`src/sv/bbc_pkg.sv`:
```
// Shared types, constants and the byte classifier for the bracket balance checker.
package bbc_pkg;

	localparam int STACK_DEPTH = 256;
	localparam int STACK_AW    = (STACK_DEPTH > 1) ? $clog2(STACK_DEPTH) : 1;
	localparam int DEPTH_W     = $clog2(STACK_DEPTH + 1);

	// op queue between front and back; depth must be a power of two
	localparam int QDEPTH = 4;
	localparam int QPTR_W = $clog2(QDEPTH);
	localparam int QCNT_W = $clog2(QDEPTH + 1);

	localparam logic [7:0] CH_LROUND  = 8'h28; // (
	localparam logic [7:0] CH_RROUND  = 8'h29; // )
	localparam logic [7:0] CH_LCURLY  = 8'h7B; // {
	localparam logic [7:0] CH_RCURLY  = 8'h7D; // }
	localparam logic [7:0] CH_LSQUARE = 8'h5B; // [
	localparam logic [7:0] CH_RSQUARE = 8'h5D; // ]

	typedef enum logic [1:0] {
		KIND_ROUND,
		KIND_CURLY,
		KIND_SQUARE
	} kind_t;

	typedef enum logic [1:0] {
		OP_IGNORE,
		OP_OPEN,
		OP_CLOSE
	} op_code_t;

	typedef struct packed {
		op_code_t code;
		kind_t    kind;
		logic     last;
	} op_t;

	typedef struct packed {
		logic empty;
		logic full;
	} q_stat_t;

	function automatic op_t classify(input logic [7:0] c, input logic l);
		op_t op;
		op.code = OP_IGNORE;
		op.kind = KIND_ROUND;
		op.last = l;
		case (c)
			CH_LROUND: begin
				op.code = OP_OPEN;
				op.kind = KIND_ROUND;
			end
			CH_LCURLY: begin
				op.code = OP_OPEN;
				op.kind = KIND_CURLY;
			end
			CH_LSQUARE: begin
				op.code = OP_OPEN;
				op.kind = KIND_SQUARE;
			end
			CH_RROUND: begin
				op.code = OP_CLOSE;
				op.kind = KIND_ROUND;
			end
			CH_RCURLY: begin
				op.code = OP_CLOSE;
				op.kind = KIND_CURLY;
			end
			CH_RSQUARE: begin
				op.code = OP_CLOSE;
				op.kind = KIND_SQUARE;
			end
			default: begin
				op.code = OP_IGNORE;
			end
		endcase
		return op;
	endfunction

endpackage

```
`src/sv/bbc_back.sv`:
```
// Back end: kind stack in memory with a cached top, error flags and result register.
module bbc_back import bbc_pkg::*; (
	input  logic clk,
	input  logic arst_n,
	input  logic head_valid,
	input  op_t  head,
	output logic q_pop,
	input  logic pop,
	output logic empty,
	output logic valid_res,
	output logic overflowed
);

	kind_t              mem [STACK_DEPTH];
	kind_t              rd_q;
	kind_t              top_q;
	kind_t              below_q;
	logic               below_sel_q;
	kind_t              below;
	logic [DEPTH_W-1:0] depth_q;
	logic               mis_q;
	logic               ovf_q;
	logic               res_valid_q;
	logic               res_ok_q;
	logic               res_ovf_q;

	logic               res_pop;
	logic               exec;
	logic               do_push;
	logic               do_pop;
	logic [DEPTH_W-1:0] depth_n;
	logic               mis_n;
	logic               ovf_n;
	logic [STACK_AW-1:0] raddr;

	// entry under the top: straight from the old top after a push, from memory after a pop
	assign below   = below_sel_q ? rd_q : below_q;
	assign res_pop = pop && res_valid_q;
	assign exec    = head_valid && (!head.last || !res_valid_q || res_pop);
	assign q_pop   = exec;
	assign raddr   = STACK_AW'(depth_q - DEPTH_W'(3));

	always_comb begin
		do_push = 1'b0;
		do_pop  = 1'b0;
		mis_n   = mis_q;
		ovf_n   = ovf_q;
		depth_n = depth_q;
		if (exec && !mis_q && !ovf_q) begin
			case (head.code)
				OP_OPEN: begin
					if (depth_q == DEPTH_W'(STACK_DEPTH)) begin
						ovf_n = 1'b1;
					end else begin
						do_push = 1'b1;
						depth_n = depth_q + DEPTH_W'(1);
					end
				end
				OP_CLOSE: begin
					if (depth_q == '0 || top_q != head.kind) begin
						mis_n = 1'b1;
					end else begin
						do_pop  = 1'b1;
						depth_n = depth_q - DEPTH_W'(1);
					end
				end
				OP_IGNORE: begin
				end
				default: begin
				end
			endcase
		end
	end

	always_ff @(posedge clk) begin
		if (do_push) begin
			mem[depth_q[STACK_AW-1:0]] <= head.kind;
		end
		if (do_pop) begin
			rd_q <= mem[raddr];
		end
	end

	always_ff @(posedge clk) begin
		if (do_push) begin
			top_q   <= head.kind;
			below_q <= top_q;
		end else if (do_pop) begin
			top_q <= below;
		end
		if (exec && head.last) begin
			res_ok_q  <= !mis_n && !ovf_n && (depth_n == '0);
			res_ovf_q <= ovf_n;
		end
	end

	always_ff @(posedge clk or negedge arst_n) begin
		if (!arst_n) begin
			depth_q     <= '0;
			mis_q       <= 1'b0;
			ovf_q       <= 1'b0;
			below_sel_q <= 1'b0;
			res_valid_q <= 1'b0;
		end else begin
			if (do_push) begin
				below_sel_q <= 1'b0;
			end else if (do_pop) begin
				below_sel_q <= 1'b1;
			end
			if (exec && head.last) begin
				depth_q     <= '0;
				mis_q       <= 1'b0;
				ovf_q       <= 1'b0;
				res_valid_q <= 1'b1;
			end else begin
				if (exec) begin
					depth_q <= depth_n;
					mis_q   <= mis_n;
					ovf_q   <= ovf_n;
				end
				if (res_pop) begin
					res_valid_q <= 1'b0;
				end
			end
		end
	end

	assign empty      = !res_valid_q;
	assign valid_res  = res_ok_q;
	assign overflowed = res_ovf_q;

endmodule

```
`config.mk`:
```
export PLATFORM = sky130hd
export DESIGN_NAME = bbc_back
export DESIGN_NICKNAME = d
export VERILOG_FILES = /design/src/sv/bbc_pkg.sv /design/src/sv/bbc_back.sv
export SDC_FILE = /design/constraint.sdc
export NUM_CORES = 1
export LEC_CHECK = 0
export BUFFER_PORTS_ARGS = -buffer_cell sky130_fd_sc_hd__buf_2
export CAP_MARGIN = 20
export CORE_MARGIN = 5
export CORE_UTILIZATION = 52
export DETAILED_ROUTE_END_ITERATION = 8
export GPL_TIMING_DRIVEN = 1
export PLACE_DENSITY_LB_ADDON = 0.1
export SLEW_MARGIN = 20
export SYNTH_ARGS = -nofsm -noshare
export SYNTH_HDL_FRONTEND = slang
export SYNTH_SLANG_ARGS = --single-unit
```
`constraint.sdc`:
```
create_clock -name clk -period 4.9 [get_ports clk]
set_clock_uncertainty 0.2 [all_clocks]
set_input_delay 0.98 -clock clk [delete_from_list [all_inputs] [get_ports clk]]
set_output_delay 0.98 -clock clk [all_outputs]
set_load 0.01 [all_outputs]
```
# Word level (Yosys, flattened, before mapping)

Memories as Yosys holds them, arrays and structs flattened. A register that Yosys moved wholly into a read port is not among the register bits.
Index checks and enable logic that the tools add are counted.
Widths: inputs -> output; s select.

Bits of input ports: 9
Bits in writable memories: 512
Output and inout port bits: 4
Memories kept: 1
Register bits: 19

Reduce and logical (&&, ||, !) cells: 21
Equal/unequal tests: 4
Add/subtract/negate cells: 3
Muxes and demuxes: 31

Memories:

| memory | depth | width | rd ports | clocked after memory_dff | write ports | RTL line       | source |
|---|---|---|---|---|---|---|---|
| mem    | 256   | 2     | 1        | 1                        | 1           | bbc_back.sv:14 | `kind_t mem [STACK_DEPTH];` |

Operators by type and width:

| operator            | count |
|---|---|
| $mux 9              | 5 |
| $mux 1              | 22 |
| $logic_not 9->1     | 2 |
| $pmux 9 s2          | 1 |
| $add 9x1->9 const B | 1 |
| $eq 9x9->1 const B  | 1 |
| $sub 9x1->9 const B | 1 |
| $sub 8x2->8 const B | 1 |
| $logic_and 1x1->1   | 7 |
| $logic_not 1->1     | 6 |
| $mux 2              | 3 |
| $reduce_bool 2->1   | 3 |
| $logic_or 1x1->1    | 3 |
| $eq 2x1->1 const B  | 1 |
| $eq 2x2->1 const B  | 1 |
| $ne 2x2->1          | 1 |

# Logic depth before layout (Yosys ltp)

Depth after elaboration: 10
Depth in mapped cells: 17
Mapped depth without buffers: 9

# Worst setup path before layout

Ideal clock, no wire load.

Kind: register -> register
Start: reg depth_q[0]
End: reg rd_q[0], read port of mem, data pin
Slack: 0.651 ns
Period minus slack after synthesis: 4.249 ns
Arrival: 3.786 ns
Stages on the path, launching flop included: 18
Library setup time: 0.263 ns
Buffers on the path: 8
Cells stage by stage: dfrtp_1 buf_4 buf_2 inv_1 clkbuf_1 clkbuf_1 ha_1 buf_2 buf_2 buf_2 clkbuf_1 mux4_2 nand3_1 o211ai_1 nor4_1 a21oi_1 nor4_1 nor4_1

Cells in the longest elaborated chain, start to end: 5
Elaborated cells on any way between the ends: 6

Ends and longest elaborated chain:

| what                   | RTL line        | source |
|---|---|---|
| start, declared        | bbc_back.sv:20  | `logic [DEPTH_W-1:0] depth_q;` |
| start signal, assigned | bbc_back.sv:117 | `depth_q <= depth_n;` |
| $logic_not 9->1        | bbc_back.sv:60  | `if (depth_q == '0 \|\| top_q != head.kind) begin` |
| $logic_or 1x1->1       | bbc_back.sv:60  |  |
| $mux 1                 | bbc_back.sv:60  |  |
| $mux 1                 | bbc_back.sv:50  | `case (head.code)` |
| $mux 1                 | bbc_back.sv:49  | `if (exec && !mis_q && !ovf_q) begin` |
| end, declared          | bbc_back.sv:15  | `kind_t rd_q;` |

Several ways; a longest one is shown, not always the timed one.
A chain may end at the register's enable or synchronous reset.

# Final worst setup path

Start: reg depth_q[1]
End: reg rd_q[1], read port of mem, data pin

Same word-level chain as after synthesis.

==> results.md <==
- CTS Buf Count: 55
- Worst hold path class: in2async
- Crit. End Element: flop
- Final Max Slew Viols: 0
- Worst skew pair latency: 0.63 ns
- # fillers: 3,288
- Largest area contributor in the netlist: edfxtp_1
- Commonest non-fill, non-tap cell in the layout: edfxtp_1
- Met3 WL post-DR: 5.82 mm
- Die width: 219 um
- CP max FO: 33
- Pin count of the biggest net entering global routing: 122
- # hold bufs at CTS: 0
- Setup TNS: 0 ns
- Post-route minimum period: 4.02 ns
- Fin Hold WS: 0.0804 ns
- Initial antenna violation count: 0
- Max-slew headroom: between 40% and 50%
- Yosys top cell area share: 68.8%
- Vias: 13,500
- P per Cell Area: 390 nW/um2
- Hold Violations, Final: 0
- Initial cell density of the core: 52.7%
- Drt wl/cell: 28.3 um
- Fin crit share: 82.1%
- Total GRT Usage: 25.8%
- Async S/R FF share, synth: around 2.4%
- Main synth FF type: edfxtp_1
- Boundary Pins: 13
- Syn. warnings: 0
- Met2 routed WL: 28.2 mm
- Post-CTS setup buffers: 0
- Worst slew pin tran: roughly 0.86 ns
- H-tree Lvls: 2
- Syn-to-layout area delta: 12.1%
- Max-cap violations: 0
- Status: completed
- Core Area: 43,100 um2
- Clk buf depth: 3
- CTS Root Cell: clkbuf_16
- Post-CTS Resized: 0
- Initial drt markers: 2,045
- I/O Buffers: 12
- Row count: 76
- Most frequent cells in the layout: edfxtp_1, nor2_1, nand2_1
- R2R cell count: 10
- Clock sinks: 533
- Fraction of layout cells with a size suffix above 1: 18.5%
- Leakage power: 8.01 nW
- Post-detail-place hpwl: 37.8 mm
- CP Class: reg2reg
- DR top layer: met4
- Worst reg2reg startpoint: depth_q[1]
- Setup Viol. Count Final: 0
- Wl on met1: roughly 24 mm
- Global-route wire length before repair: 90.1 mm
- Critical path startpoint category: flop
- RD Place Congestion: 0.887
- Max Clk Rate: ~0.25 GHz
- Clock slew at reported path FFs: 0.06 ns
- Pre-antenna DRT Iters: 5
- Pre-CTS setup slack: 0.940 ns
- Unrepaired setup endpoints after global routing: no
- CP arrival: 4.17 ns
- WL final: slightly above 60 mm
- Diode count: 0
- Detail Route Antenna Nets: 0
- Worst EP required: between 5 and 6 ns
- Fin nets: 1,534
- Mapped Avg Cell Area: roughly 15 um2
- Die area: between 40,000 and 50,000 um2
- Top area cells in the synthesized netlist: edfxtp_1, mux4_2, nor2_1, nand2_1, dfrtp_1
- Crit path setup slack, layout: 0.879 ns
- Post-Synthesis Cells: 1,495
- Vias per inst: 6.27
- CTS tree: built
- Peak supply drop: 288 uV
- Drt drc: 0
- Synth cell types: between 60 and 70
- Tot Pwr: 9.92 mW
- EDFF count, synth: 520
- Gr ovfl total: 0
- Vias in the first global route: 13,600
- Mapped Area: 22,700 um2
- Sequential share of the synthesized area: around 70%
- Crit path from: depth_q[1]
- Syn Nets: 1,511
- Finished Core Util: between 50% and 60%
- Die Span Y: 219 um
- Seq cells post-synth: ~530
==> synthesized netlist by cell type (all sizes together), types with 5 or more instances <==
cell and n:
o211ai 5, or4 6, nor2b 8, dfrtp 13, inv 14, clkbuf 60
buf 48, xor2 5, ha 7, and3 7, nand3 50, nor4 18
mux2i 22, mux4 108, nor2 280, a2111oi 6, nand2 156, and2 7
nand4 14, xnor2 5, a32oi 11, o21ai 18, a221oi 5, o22ai 5
a31oi 18, a21oi 15, nor3 9, edfxtp 520, mux2 7
==> critical path, cell delays in order (launching register included) <==
cell       delay [ns]
dfrtp_1          0.52
inv_1            0.18
ha_4             0.75
buf_4            0.32
mux4_2           0.32
and2_0           0.19
a2111oi_0        0.69
a31oi_1          0.18
nand4b_1         0.14
and4_1           0.19
a211oi_1         0.05
==> power breakdown <==
group / leakage, nW / switching, mW / internal (mW)
sequential: 4.85 / 0.00886 / 5.01
clock: 0.884 / 1.76 / 2.39
combinational: 2.28 / 0.453 / 0.295
==> layout make-up <==
cell class,count,area [um2],share of cell area [%]
multi-input cells,840,6270,24.7
clock buffers,64,1420,5.59
inverters,14,52.6,0.207
well taps,585,732,2.88
flip-flops and latches,533,15900,62.7
repair buffers,74,629,2.48
clock inverters,38,375,1.48
==> cells by family after synthesis <==
group | after synthesis | share of synthesized area, %
and+or+nand+nor | 577 | 11.0
adders and majority gates | 7 | 0.386
buffers and inverters | 122 | 2.32
AOI/OAI and AO/OA | 109 | 3.49
muxes | 137 | 12.1
xor gates and xnor gates | 10 | 0.419
DFF | 533 | 70.3
==> per-layer routing <==
metal	vias up	global-route usage, %
li1	5783	-
met1	6836	37.4
met2	698	39.3
met3	141	5.71
met4	0	8.79
met5	-	0
==> flip-flops by register name (all words and copies together), names as in the netlist <==
name and count:
rd_q 2, valid_res 1, below_q 2, mem 512
overflowed 1, res_valid_q 1, below_sel_q 1, top_q 2
depth_q 9, ovf_q 1, mis_q 1
==> stage by stage <==
stage	cell area (um2)	std cells
6_report	25400	2148
5_1_grt	25400	2148
4_1_cts	25400	2148
3_5_place_dp	23600	2046
3_3_place_gp	23600	2046
2_1_floorplan	22700	1495
==> final timing paths <==
check | to | slack [ns]
worst max-delay path | rd_q[1] | 0.88
worst min-delay path | depth_q[5] | 0.08
worst max register to register | rd_q[1] | 0.88
worst min register to register | below_q[1] | 0.31
max in group asynchronous | depth_q[0] | 4.14
min in group clk | below_q[1] | 0.31
Note: power is estimated with default switching activity, not from simulation.
